## src/wto_pkg.sv

```systemverilog
// Types and constants shared by the wavetable oscillator.
// Depends on nothing; every other file but wto_ram imports it.
`default_nettype none

package wto_pkg;

	localparam int NOTE_W   = 7;
	localparam int STEP_W   = 9;
	localparam int FRAC_W   = 16;
	localparam int SAMPLE_W = 16;
	localparam int OCT_W    = 4;
	localparam int POS_W    = 9;

	localparam logic [FRAC_W-1:0] FRAC_FULL = 16'hFFFF;

	localparam int OUTQ_DEPTH = 4;
	localparam int OQ_AW      = 2;

	typedef enum logic [1:0] {
		MODE_TICK  = 2'd0,
		MODE_NOTE  = 2'd1,
		MODE_WAVE  = 2'd2,
		MODE_TABLE = 2'd3
	} wto_mode_t;

	typedef enum logic [2:0] {
		WF_SQUARE   = 3'd0,
		WF_SINE     = 3'd1,
		WF_TRIANGLE = 3'd2,
		WF_RSAW     = 3'd3,
		WF_LSAW     = 3'd4
	} wto_wave_t;

	typedef enum logic [1:0] {
		KIND_SINE     = 2'd0,
		KIND_SQUARE   = 2'd1,
		KIND_TRIANGLE = 2'd2,
		KIND_SAW      = 2'd3
	} wto_kind_t;

	typedef struct packed {
		wto_mode_t                   mode;
		logic [NOTE_W-1:0]           note_number;
		logic [STEP_W-1:0]           step_whole;
		logic [FRAC_W-1:0]           step_fraction;
		logic [2:0]                  waveform_code;
		wto_kind_t                   table_kind;
		logic [2:0]                  table_octave;
		logic [POS_W-1:0]            table_position;
		logic signed [SAMPLE_W-1:0]  table_value;
	} wto_item_t;

	typedef struct packed {
		logic signed [SAMPLE_W-1:0] sample_out;
		logic                       playing;
	} wto_result_t;

	typedef struct packed {
		logic              valid;
		logic              play;
		logic              neg;
		logic [FRAC_W-1:0] frac;
	} wto_meta_t;

endpackage

`default_nettype wire

```

## src/wto_outq.sv

```systemverilog
// Result queue with credit count for ticks in flight.
// Depends on wto_pkg.
`default_nettype none

module wto_outq import wto_pkg::*; (
	input  logic        clk,
	input  logic        arst_n,
	input  logic        reserve,
	input  logic        push,
	input  wto_result_t push_data,
	output logic        room,
	output logic        valid,
	input  logic        ready,
	output wto_result_t data
);

	wto_result_t       slot_q [OUTQ_DEPTH];
	logic [OQ_AW-1:0]  wr_ptr_q;
	logic [OQ_AW-1:0]  rd_ptr_q;
	logic [OQ_AW:0]    count_q;
	logic [OQ_AW:0]    credit_q;
	logic              pop;

	assign valid = count_q != '0;
	assign pop   = valid && ready;
	assign room  = credit_q != (OQ_AW+1)'(OUTQ_DEPTH);
	assign data  = slot_q[rd_ptr_q];

	always_ff @(posedge clk or negedge arst_n) begin
		if (!arst_n) begin
			wr_ptr_q <= '0;
			rd_ptr_q <= '0;
			count_q  <= '0;
			credit_q <= '0;
		end else begin
			if (push) begin
				wr_ptr_q <= wr_ptr_q + OQ_AW'(1);
			end
			if (pop) begin
				rd_ptr_q <= rd_ptr_q + OQ_AW'(1);
			end
			case ({push, pop})
				2'b10:   count_q <= count_q + (OQ_AW+1)'(1);
				2'b01:   count_q <= count_q - (OQ_AW+1)'(1);
				default: count_q <= count_q;
			endcase
			case ({reserve, pop})
				2'b10:   credit_q <= credit_q + (OQ_AW+1)'(1);
				2'b01:   credit_q <= credit_q - (OQ_AW+1)'(1);
				default: credit_q <= credit_q;
			endcase
		end
	end

	always_ff @(posedge clk) begin
		if (push) begin
			slot_q[wr_ptr_q] <= push_data;
		end
	end

endmodule

`default_nettype wire

```

## config.mk

```make
export PLATFORM = sky130hd
export DESIGN_NAME = wto_outq
export DESIGN_NICKNAME = d
export VERILOG_FILES = /design/src/wto_pkg.sv /design/src/wto_outq.sv
export SDC_FILE = /design/constraint.sdc
export NUM_CORES = 1
export LEC_CHECK = 0
export BUFFER_PORTS_ARGS = -buffer_cell sky130_fd_sc_hd__buf_2
export CAP_MARGIN = 25
export CELL_PAD_IN_SITES_DETAIL_PLACEMENT = 2
export CELL_PAD_IN_SITES_GLOBAL_PLACEMENT = 2
export CORE_MARGIN = 3
export CORE_UTILIZATION = 38
export DETAILED_ROUTE_END_ITERATION = 10
export MAX_ROUTING_LAYER = met4
export PLACE_DENSITY = 0.72
export SYNTH_ARGS = -nofsm -noshare
export SYNTH_HDL_FRONTEND = slang
export SYNTH_SLANG_ARGS = --single-unit
```

## constraint.sdc

```tcl
create_clock -name clk -period 2.6 [get_ports clk]
set_clock_uncertainty 0.15 [all_clocks]
set_input_delay 0.13 -clock clk [delete_from_list [all_inputs] [get_ports clk]]
set_output_delay 0.13 -clock clk [all_outputs]
set_load 0.1 [all_outputs]
```

## After elaboration in Yosys (flattened, before gate mapping)

Memories as Yosys holds them, arrays and structs flattened.
Cells that the tools add are included.

- $add $sub $neg: 6
- Equal/unequal tests: 5
- Muxes and demuxes: 4
- Reduce and logical (&&, ||, !) cells: 4

Operator list:

| kind | count |
|---|---|
| $pmux W3 S2 | 2 |
| $add A3 B1 Y3 const B | 2 |
| $sub A3 B1 Y3 const B | 2 |
| $add A2 B1 Y2 const B | 2 |
| $eq A2 B1 Y1 const B | 2 |
| $eq A2 B2 Y1 const B | 2 |
| $reduce_bool A2 Y1 | 2 |
| $ne A3 B3 Y1 const B | 1 |
| $reduce_bool A3 Y1 | 1 |
| $mux W1 | 2 |
| $logic_and A1 B1 Y1 | 1 |

- Register bits after elaboration: 10
- RAM bits: 68
- Bits of input ports: 22
- Output and inout port bits: 19
- Word-level logic and storage cells: 24
- Memories: 1

Memories:

| name | depth | width | read ports | clocked after memory_dff | write ports | line | text |
|---|---|---|---|---|---|---|---|
| slot_q | 4 | 17 | 1 | 0 | 1 | wto_outq.sv:17 | `wto_result_t slot_q [OUTQ_DEPTH];` |

## Logic depth before layout (Yosys ltp)

Gate-level depths: netlist (run 1).

- Depth in word-level cells: 4
- Gate-level depth with buffers: 8
- Mapped depth without buffers: 8

## Worst setup path before layout (run 1)

No wires, ideal clock.

- Path kind: reg2reg
- From: register count_q[2]
- To: register count_q[2]
- Setup time: 0.125 ns
- Data arrival time: 1.913 ns
- Required time: 2.325 ns
- Setup slack: 0.412 ns
- Stages on the path, launching flop included: 9
- Path buffers: 0
- Clock period less this slack: 2.188 ns
- Cell sequence: dfrtp_1 -> or3_4 -> and2_1 -> ha_1 -> inv_1 -> fa_1 -> xor2_1 -> nor2_1 -> xor2_1

- Word-level cells in the longest chain between the ends: 4
- Elaborated cells between the ends (all ways): 8
- Those cells by class: add/sub: 2; eq/ne: 2; mux: 1; reduce/logical: 3

Ends and longest elaborated chain:

| what | line | text |
|---|---|---|
| start: declaration | wto_outq.sv:20 | `logic [OQ_AW:0] count_q;` |
| start signal: assignment | wto_outq.sv:43 | `2'b10: count_q <= count_q + (OQ_AW+1)'(1);` |
| start signal: assignment | wto_outq.sv:44 | `2'b01: count_q <= count_q - (OQ_AW+1)'(1);` |
| start signal: assignment | wto_outq.sv:45 | `default: count_q <= count_q;` |
| $reduce_bool A3 Y1 (*) | wto_outq.sv:24 | `assign valid = count_q != '0;` |
| via valid | wto_outq.sv:12 | `output logic valid,` |
| $logic_and A1 B1 Y1 (*) | wto_outq.sv:25 | `assign pop = valid && ready;` |
| $eq A2 B1 Y1 or $eq A2 B2 Y1 (tied branches) | wto_outq.sv:42 | `case ({push, pop})` |
| $pmux W3 S2 or $reduce_bool A2 Y1 (tied branches) | -- |  |

Mark *: on every way through the listed nets, which the timed path passes. The rest lies on a longest branch.
A chain may end at the register's enable or synchronous reset.

==> results.txt, run 1 <==
- The path class of the tightest hold or removal check is input port to asynchronous set/reset pin.
- The pre-antenna-repair detailed-routing pass consisted of 5 iterations.
- After legalization and detailed placement, the total HPWL measured 4300 µm.
- TritonCTS built the clock tree.
* Slowest cell on crit path: sky130_fd_sc_hd__mux4_1
* Total Neg Setup Slack: 0 ns
- Post-Syn Area: 3070 µm²
- Mapped Cells: 140
* Worst path required time: 2.32 ns
- Maximum single-stage delay on the critical path: 0.64 ns
- Maximum clock frequency: 433 MHz
* Commonest cells after routing, fill and taps aside: 68 x sky130_fd_sc_hd__edfxtp_1, 40 x sky130_fd_sc_hd__buf_2, 20 x sky130_fd_sc_hd__dlygate4sd3_1, 11 x sky130_fd_sc_hd__clkbuf_8
* Run status: finished clean
- Number of DRC markers in iteration 0: 36
- Die Ht: 95.9 µm
- Clock period minus final worst setup slack: 2.31 ns
* Aggregate routed wire length: 6300 µm
- Of the synthesized area, sequential elements account for 74.7%.
* Die footprint: 9190 µm²
* DRC violation count after routing: 0
* Syn. warnings: 0
* Total number of clock tree sinks: 78
* Clock-pin slew of the registers on the worst-case setup and hold paths: 0.08 ns
- The worst path uses 88.8% of the clock period.
- Overall global routing resource usage: 15.7%
* Maximum count of clock buffers along a single path: 2
- Final RePlAce weighted congestion: 0.642
- Vias in the first global route: 1,751
* Residual antenna-violating net count after detailed routing: 0
- IO buf count: 40
- Entering global routing, the biggest net connects 18 pins.
- Traced cell by cell, the critical path runs through buf_4 -> mux4_1 -> buf_2.
- Number of vias after detailed routing: 1,569
- Number of storage elements in the synthesis netlist: 78
- Final Max Slew Viols: 0
- Share of final-layout standard cells stronger than drive strength 1: 31.7%
* Number of vias per cell after detailed routing: 4.90
- Setup violations remaining at the end of the flow were counted as 0.
- In this run the horizontal extent of the chip is 95.9 µm.
- At the pin with the least slew margin, the transition time is 0.503 ns.
- The floorplan has 32 rows.
- In this run the tightest slew margin relative to its limit is 66.7%.
* Area growth syn-to-layout: 23.9%
- Core box area: 7770 µm²
- For this run, the post-layout net count is 243.
- In this run the count of I/O pins placed on the die edge is 41.
- Largest cells by area after synthesis: sky130_fd_sc_hd__edfxtp_1 67%, sky130_fd_sc_hd__dfrtp_1 8.1%, sky130_fd_sc_hd__mux4_1 7.7%, sky130_fd_sc_hd__mux4_2 5.9%, sky130_fd_sc_hd__ha_1 2.4%
- For the worst setup path, the data arrival time is 2.03 ns.
- Number of endpoints with negative hold slack in the final report: 0
- The number of antenna violations at the first check in global routing is 0.
- Setup repair after global routing left no endpoint under its margin.
- Clock tree synthesis selected as its root buffer the cell sky130_fd_sc_hd__clkbuf_8.
* Max capacitance violation total: 0
* Kind of end point of the critical path: output port
* Antenna diodes: 0
- Averaged over all synthesized cells, the footprint is 21.9 µm².
- H-tree levels: 3
* Fraction of synthesized cell area taken by the top area cell type: 66.5%
- In this run, distinct cell masters in the synthesized netlist total 19.
* Startpoint types: register
* Number of buffers created by CTS: 9
* Critical path peak fanout: 17
- Total gr overflow: 0
* Starting Density: 39.5%
- The first global-routing pass estimated 9840 µm of wire.
- sky130_fd_sc_hd__edfxtp_1 takes more of the synthesized area than any other cell.
* Cells on worst reg2reg path: 8
- Routed wirelength normalized by instance count: 19.7 µm
- Clock insertion delay at the later pin of the skew report: 0.34 ns
- Commonest non-fill, non-tap cell in the layout: sky130_fd_sc_hd__edfxtp_1
* Net count after synthesis: 170
- Kind of critical path: register to output port
==> timing repair <==
item / 4_1_cts / 5_1_grt
endpoints found under the hold margin: 81 / 0
buffers inserted: 0 / 0
hold buffers: 20 / 0
gates resized for setup: 0 / 0
==> flip-flops by register name (all words and copies together), names as in the netlist <==
register / flops
count_q: 3
rd_ptr_q: 2
credit_q: 3
wr_ptr_q: 2
slot_q: 68
==> cell usage after synthesis (all sizes together) <==
master,count
nand2,1
inv,10
buf,4
edfxtp,68
and2,5
dfrtp,10
nand3,2
mux4,17
fa,2
nor2,2
o21ai,1
ha,6
mux2i,2
or3,1
xor2,6
xnor2,3
==> logic make-up (layout without fill, tap and decap cells) <==
family          Yosys count  count (layout)  share of synthesized area [%]
flops                    78              78                           74.7
compound gates            1               1                          0.163
mux                      19              19                           14.2
buf+inv                  14              92                           2.57
xor+xnor                  9               9                           2.57
fa+ha+maj                 8               8                           3.75
simple gates             11              11                           2.08
==> final timing paths <==
kind,start,endpoint,slack [ns]
setup / recovery,rd_ptr_q[0],data[0],0.29
hold / removal,arst_n,wr_ptr_q[0],0.03
setup reg to reg,count_q[2],count_q[2],0.49
hold reg to reg,credit_q[0],credit_q[0],0.34
max in group asynchronous,arst_n,credit_q[0],2.06
min in group clk,reserve,credit_q[0],0.14
==> routing by layer <==
metal	vias up	GRT usage (%)	routed length, µm
met2	38	25.4	3360
met5	-	-	0
met4	0	6.40	93
met3	8	3.91	275
li1	695	-	-
met1	828	19.0	2570
==> layout make-up <==
class                      count  area, µm²
clock buffer                  13        159
timing repair buffer          66        445
multi-input combinational     48        699
sequential                    78       2290
tap                          102        128
clock inverter                 3       43.8
fill                         722       3960
inverter                      10       37.5
==> critical path: cells and delay by family (launching register included) <==
family,cells,cell delay [ns]
buf+inv,2,0.66
flops,1,0.39
mux,1,0.64
==> through the flow <==
step | hold slack (ns) | setup slack [ns] | area, µm² | cells | util, %
6_report | 0.0285 | 0.290 | 3800 | 320 | 49.0
5_1_grt | 0.0449 | 0.199 | 3800 | 320 | 49.0
4_1_cts | 0.0216 | 0.248 | 3800 | 320 | 49.0
3_5_place_dp | -0.135 | 0.489 | 3400 | 284 | 43.8
3_3_place_gp | -0.148 | 0.575 | 3400 | 284 | 43.8
2_1_floorplan | -0.316 | 0.412 | 3070 | 140 | -
Power of run 1 is not shown: default switching activity piles up to over one toggle a cycle in this logic, so the estimate is an artifact.
==> run 2: changes to the inputs <==
- CORE_MARGIN: 3 -> unset
==> run 2 against run 1 <==
Non-clock buffer count unchanged. Via count decreased by 0.57%. First-iteration DRC count increased by 92%. Flip-flop and latch count unchanged. Clock-buffer cell count decreased by 2. Register-to-register slack got worse by 0.04 ns. Sequential share of layout area increased by 0.36 points. Worst setup slack improved by 0.020 ns. Worst hold slack improved by 0.018 ns. Global-route usage increased by 1.9 points.
==> results.txt, run 2 (synthesized netlist as in run 1, its figures left out) <==
- Run status: finished clean (unchanged)
- The detailed-routing iteration count for the pre-antenna-repair pass came to 4 (was 5).
- The area of the core region came to 7770 µm² (unchanged).
- The worst endpoint required time came to 2.32 ns (about the same).
- The detailed-route wire length per cell is 20.4 µm (was 19.7 µm).
- The length of routed met3 wiring is 250 µm (was 275 µm).
* # IOs: 41 (unchanged)
- Arrival time at the worst endpoint: 2.01 ns (was 2.03 ns)
* Antenna diodes: 0 (unchanged)
- The register clock-pin slew on the reported worst setup and hold paths is 0.08 ns (about the same).
* Length of routed wiring on met1: 2740 µm (was 2570 µm)
- Worst slack after detailed placement: 0.451 ns (was 0.489 ns)
- Initial antenna violation count: 0 (unchanged)
- The number of max-cap violations is 0 (unchanged).
* Slowest cell on crit path: sky130_fd_sc_hd__mux4_1 (unchanged)
- Die footprint: 8440 µm² (was 9190 µm²)
* Register with the most flip-flops: slot_q (unchanged)
* Maximum single-stage delay on the critical path: 0.62 ns (was 0.64 ns)
* Residual antenna-violating net count after detailed routing: 0 (unchanged)
* Nets: 243 (unchanged)
- # placed instances: 284 (unchanged)
- The initial core utilization came to 39.5% (unchanged).
* Kind of end point of the critical path: output port (unchanged)
- The number of clock sinks was 78 (unchanged).
- First-pass GRT wire length: 10,300 µm (was 9840 µm)
- IO buf count: 40 (unchanged)
* Count of buffer and inverter cells on the critical path: 2 (unchanged)
* Number of endpoints with negative hold slack in the final report: 0 (unchanged)
* Final RePlAce weighted congestion: 0.684 (was 0.642)
- The minimum clock period was 2.29 ns (was 2.31 ns).
* Area growth syn-to-layout: 23.2% (was 23.9%)
* Routed wl met2: 3440 µm (was 3360 µm)
- The number of buffers added by the clock tree synthesis step is 9 (unchanged).
* Die Ht: 91.9 µm (was 95.9 µm)
- The overall routing resource usage was 17.7% (was 15.7%).
* Hpwl dp: 4260 µm (was 4300 µm)
- The type of the worst min-delay path was input port to asynchronous set/reset pin (unchanged).
- Largest regs: slot_q (68), count_q (3), credit_q (3) (unchanged)
* Commonest cells after routing, fill and taps aside: 68 x sky130_fd_sc_hd__edfxtp_1, 40 x sky130_fd_sc_hd__buf_2, 20 x sky130_fd_sc_hd__dlygate4sd3_1, 10 x sky130_fd_sc_hd__inv_1, 10 x sky130_fd_sc_hd__dfrtp_1 (was 68 x sky130_fd_sc_hd__edfxtp_1, 40 x sky130_fd_sc_hd__buf_2, 20 x sky130_fd_sc_hd__dlygate4sd3_1, 11 x sky130_fd_sc_hd__clkbuf_8)
- The deepest level of the CTS H-tree came to 3 (unchanged).
- Vias in the first global route: 1,779 (was 1,751)
- The most common cell after layout, fill and taps aside is sky130_fd_sc_hd__edfxtp_1 (unchanged).
- The die width is 91.9 µm (was 95.9 µm).
- Cells along the critical path: buf_4 -> mux4_1 -> buf_2 (unchanged)
- Number of vias after detailed routing: 1,560 (was 1,569)
- Cells on worst reg2reg path: 6 (was 8)
* RSZ-0062 raised after global routing: no (unchanged)
- The number of instances resized during post-cts repair was 0 (unchanged).
* Total gr overflow: 0 (unchanged)
- Setup fix buffers added after clock tree synthesis: 0 (unchanged)
- Dominant delay contributor by cell family on the critical path: buffers and inverters (unchanged)
- The buffer type at the clock tree root is sky130_fd_sc_hd__clkbuf_8 (unchanged).
- Final setup margin: 0.310 ns (was 0.290 ns)
- Total Neg Setup Slack: 0 ns (unchanged)
- Maximum count of clock buffers along a single path: 2 (unchanged)
* Final Max Slew Viols: 0 (unchanged)
* Maximum clock frequency: 437 MHz (was 433 MHz)
- Share of the cycle needed by the critical path after routing: 88.1% (was 88.8%)
* Max FFs per register: 68 (unchanged)
- The share of cells above drive strength 1 is 31.3% (was 31.7%).
* Startpoint types: register (unchanged)
* Critical path peak fanout: 17 (unchanged)
- Logic depth of the worst setup path including buffers: 3 (unchanged)
* Actual transition at the worst max-transition pin: 0.495 ns (was 0.503 ns)
* Worst slew margin relative to its limit: 67.0% (was 66.7%)
* Kind of critical path: register to output port (unchanged)
- The hold-fix buffer count after cts was 20 (unchanged).
- Number of vias per cell after detailed routing: 4.89 (was 4.90)
- Maximum number of pins on one net before global-route repair: 18 (unchanged)
- Final Setup Violations: 0 (unchanged)
* Clock insertion delay at the later pin of the skew report: 0.34 ns (about the same)
- The clock tree from TritonCTS is built (unchanged).
- Number of DRC markers in iteration 0: 69 (was 36)
- Util after Layout: 48.7% (was 49.0%)
* Aggregate routed wire length: 6500 µm (was 6300 µm)
- The uppermost layer routed is met4 (unchanged).
- Core Rows: 32 (unchanged)
* DRC violation count after routing: 0 (unchanged)
* Cell Count, Final, Fillers Out: 319 (was 320)
-- run 2: routing by layer --
layer	track usage [%]	vias to the layer above
met2	29.7	40
li1	-	694
met1	20.9	817
met5	-	-
met3	4.98	9
met4	4.82	0
-- run 2: worst paths after layout --
kind | from | end | slack [ns]
min in group clk | reserve | credit_q[0] | 0.11
worst max register to register | count_q[2] | credit_q[1] | 0.45
worst min register to register | count_q[2] | count_q[2] | 0.32
worst min-delay path | arst_n | count_q[1] | 0.05
worst max-delay path | rd_ptr_q[0] | data[0] | 0.31
max in group asynchronous | arst_n | wr_ptr_q[1] | 2.05
-- run 2: layout make-up --
type                            instances  area (µm²)
Fill cell                             732        3990
Sequential cell                        78        2290
Multi-Input combinational cell         48         699
Timing Repair Buffer                   66         445
Inverter                               10        37.5
Clock inverter                          4        48.8
Clock buffer                           11         131
Tap cell                              102         128
-- run 2: per-stage QoR --
stage / instance area (µm²) / hold WS (ns)
after floorplan: 3070 / -0.316
after global placement: 3400 / -0.150
after global routing: 3780 / 0.0381
after CTS: 3780 / 0.0319
final: 3780 / 0.0466
after detailed placement: 3400 / -0.136
Power of run 2 is left out for the same reason.
==> run 3: changes to the inputs <==
- ABC_CLOCK_PERIOD_IN_PS: unset -> 2600
- PLACE_DENSITY: 0.72 -> unset
- PLACE_DENSITY_LB_ADDON: unset -> 0.3
==> run 3 against run 2 <==
Worst setup slack got worse by 0.026 ns. Die area unchanged. Utilization about the same. First-iteration DRC count decreased by 32%. Flip-flop and latch count unchanged. Critical path type unchanged. Largest cell class unchanged. Global-route usage decreased by 0.25 points. Final cell count increased by 0.31%. Via count decreased by 1.7%. Cell area about the same. Critical path depth decreased by 1. Maximum frequency decreased by 1.1%.
==> results.txt, run 3 (synthesized netlist as in run 1, its figures left out) <==
- Run status: finished clean (unchanged).
- Cells on worst reg2reg path: 8 (was 6)
- The register with the highest flop count is slot_q (unchanged).
* Arrival time at the worst endpoint: 2.04 ns (was 2.01 ns)
- Number of DRC markers in iteration 0: 47 (was 69)
- Startpoint types: register (unchanged)
* Setup crit start: rd_ptr_q[1] (was rd_ptr_q[0])
* Number of vias per cell after detailed routing: 4.79 (was 4.89)
- Setup crit end: data[5] (was data[0])
- Max capacitance violation total: 0 (unchanged)
- Commonest cells after routing, fill and taps aside: 68 x sky130_fd_sc_hd__edfxtp_1, 40 x sky130_fd_sc_hd__buf_2, 20 x sky130_fd_sc_hd__dlygate4sd3_1, 10 x sky130_fd_sc_hd__inv_1, 10 x sky130_fd_sc_hd__dfrtp_1 (unchanged).
- The overall routing resource usage came to 17.4% (was 17.7%).
- The via count of the first global-routing pass came to 1,716 (was 1,779).
* Initial DRT Pass Iterations: 3 (was 4)
- Die footprint: 8440 µm² (unchanged)
* Final Setup Violations: 0 (unchanged)
* Maximum clock frequency: 432 MHz (was 437 MHz)
* Antenna diodes: 0 (unchanged)
- RSZ-0062 raised after global routing: no (unchanged)
- Critical path peak fanout: 18 (was 17)
* Largest regs: slot_q (68), count_q (3), credit_q (3) (unchanged)
* R2r setup slk: 0.48 ns (was 0.45 ns)
* IO buf count: 40 (unchanged)
* CTS resizes: 0 (unchanged)
- Clock period minus final worst setup slack: 2.32 ns (was 2.29 ns)
- Clock insertion delay at the later pin of the skew report: 0.33 ns (was 0.34 ns)
* Die Ht: 91.9 µm (unchanged)
- The number of buffers added by the clock tree synthesis step came to 9 (unchanged).
- Core Rows: 32 (unchanged)
* Total number of clock tree sinks: 78 (unchanged)
- Worst flop-to-flop path endpoint: count_q[2] (was credit_q[1])
* Hpwl dp: 4090 µm (was 4260 µm)
- The routability congestion estimate from global placement was 0.620 (was 0.684).
- The largest net degree at the start of global routing is 19 (was 18).
- Total Neg Setup Slack: 0 ns (unchanged)
- The total wire length after detailed routing is 6320 µm (was 6500 µm).
- TritonCTS clock tree: built (unchanged)
* DRC violation count after routing: 0 (unchanged)
- Worst slew margin relative to its limit: 42.7% (was 67.0%)
- The buffer type at the clock tree root is sky130_fd_sc_hd__clkbuf_8 (unchanged).
* Nets: 243 (unchanged)
- The detailed-route wire length per cell is 19.8 µm (was 20.4 µm).
- Area growth syn-to-layout: 23.1% (was 23.2%)
* Number of endpoints with negative hold slack in the final report: 0 (unchanged)
- The number of antenna violations at the first check in global routing came to 0 (unchanged).
* Kind of critical path: register to output port (unchanged)
- The first-pass GRT wire length was 10,100 µm (was 10,300 µm).
- The top-level port count is 41 (unchanged).
- Overall die width: 91.9 µm (unchanged)
- The vias after detailed routing came to 1,534 (was 1,560).
* Worst min-delay path category: input port to asynchronous set/reset pin (unchanged)
- Commonest non-fill, non-tap cell in the layout: sky130_fd_sc_hd__edfxtp_1 (unchanged)
* Max FFs per register: 68 (unchanged)
* Share of the cycle needed by the critical path after routing: 89.1% (was 88.1%)
* H-tree levels: 3 (unchanged)
- Filler Cells Inserted: 737 (was 732)
- Starting Density: 39.5% (unchanged)
* Residual antenna-violating net count after detailed routing: 0 (unchanged)
* Share of final-layout standard cells stronger than drive strength 1: 30.7% (was 31.3%)
- The clock tree buffer depth came to 2 (unchanged).
- Actual transition at the worst max-transition pin: 0.859 ns (was 0.495 ns)
- The register clock-pin slew on the reported worst setup and hold paths was 0.07 ns (was 0.08 ns).
* Total gr overflow: 0 (unchanged)
- Final Max Slew Viols: 0 (unchanged)
- The worst endpoint required time was 2.32 ns (about the same).
* Worst R2R Start: count_q[2] (unchanged)
- Kind of end point of the critical path: output port (unchanged)
- Core box area: 7770 µm² (unchanged)
## run 3: cell count changes in the layout (fill, tap and decap cells not counted), sizes merged
cell    before  now
clkbuf      11    9
clkinv       3    6
## run 3: worst min-delay path by stage
stage	startpoint	endpoint	slack, ns
floorplan	arst_n	count_q[0]	-0.32
global placement	arst_n	credit_q[0]	-0.15
detailed placement	arst_n	count_q[0]	-0.14
CTS	arst_n	count_q[0]	0.02
global route	arst_n	rd_ptr_q[0]	0.03
finish	arst_n	rd_ptr_q[1]	0.04
## run 3: area by class of cell
class / count / area (µm²) / area share [%]
Timing Repair Buffer: 66 / 445 / 11.8
Sequential cell: 78 / 2290 / 60.6
Inverter: 10 / 37.5 / 0.993
Clock inverter: 7 / 55.1 / 1.46
Tap cell: 102 / 128 / 3.38
Clock buffer: 9 / 124 / 3.28
Multi-Input combinational cell: 48 / 699 / 18.5
## run 3: per-stage QoR
stage          setup slack [ns]  instances  hold slack (ns)  utilization (%)  cell area [µm²]
6_report                  0.284        320           0.0386             48.7             3780
5_1_grt                   0.196        320           0.0332             48.7             3780
4_1_cts                   0.266        320           0.0213             48.7             3780
3_5_place_dp              0.471        284           -0.141             43.8             3400
3_3_place_gp              0.563        284           -0.147             43.8             3400
2_1_floorplan             0.412        140           -0.316                -             3070
## run 3: what timing repair did
action                    CTS  global route
buffers inserted            0             0
hold buffers               20             0
hold endpoints to repair   81             0
## run 3: routing by layer
layer / share of wire, % / wire [µm] / track usage (%)
met5: 0 / 0 / -
met4: 0.44 / 28 / 5.08
met3: 4.1 / 262 / 5.47
met2: 53 / 3360 / 28.6
met1: 42 / 2670 / 20.7
## run 3: worst max-delay path, stage by stage, from the launching register on
cell                      delay (ns)
sky130_fd_sc_hd__dfrtp_1        0.91
sky130_fd_sc_hd__mux4_2         0.36
sky130_fd_sc_hd__buf_2          0.43
Power of run 3 is left out for the same reason.
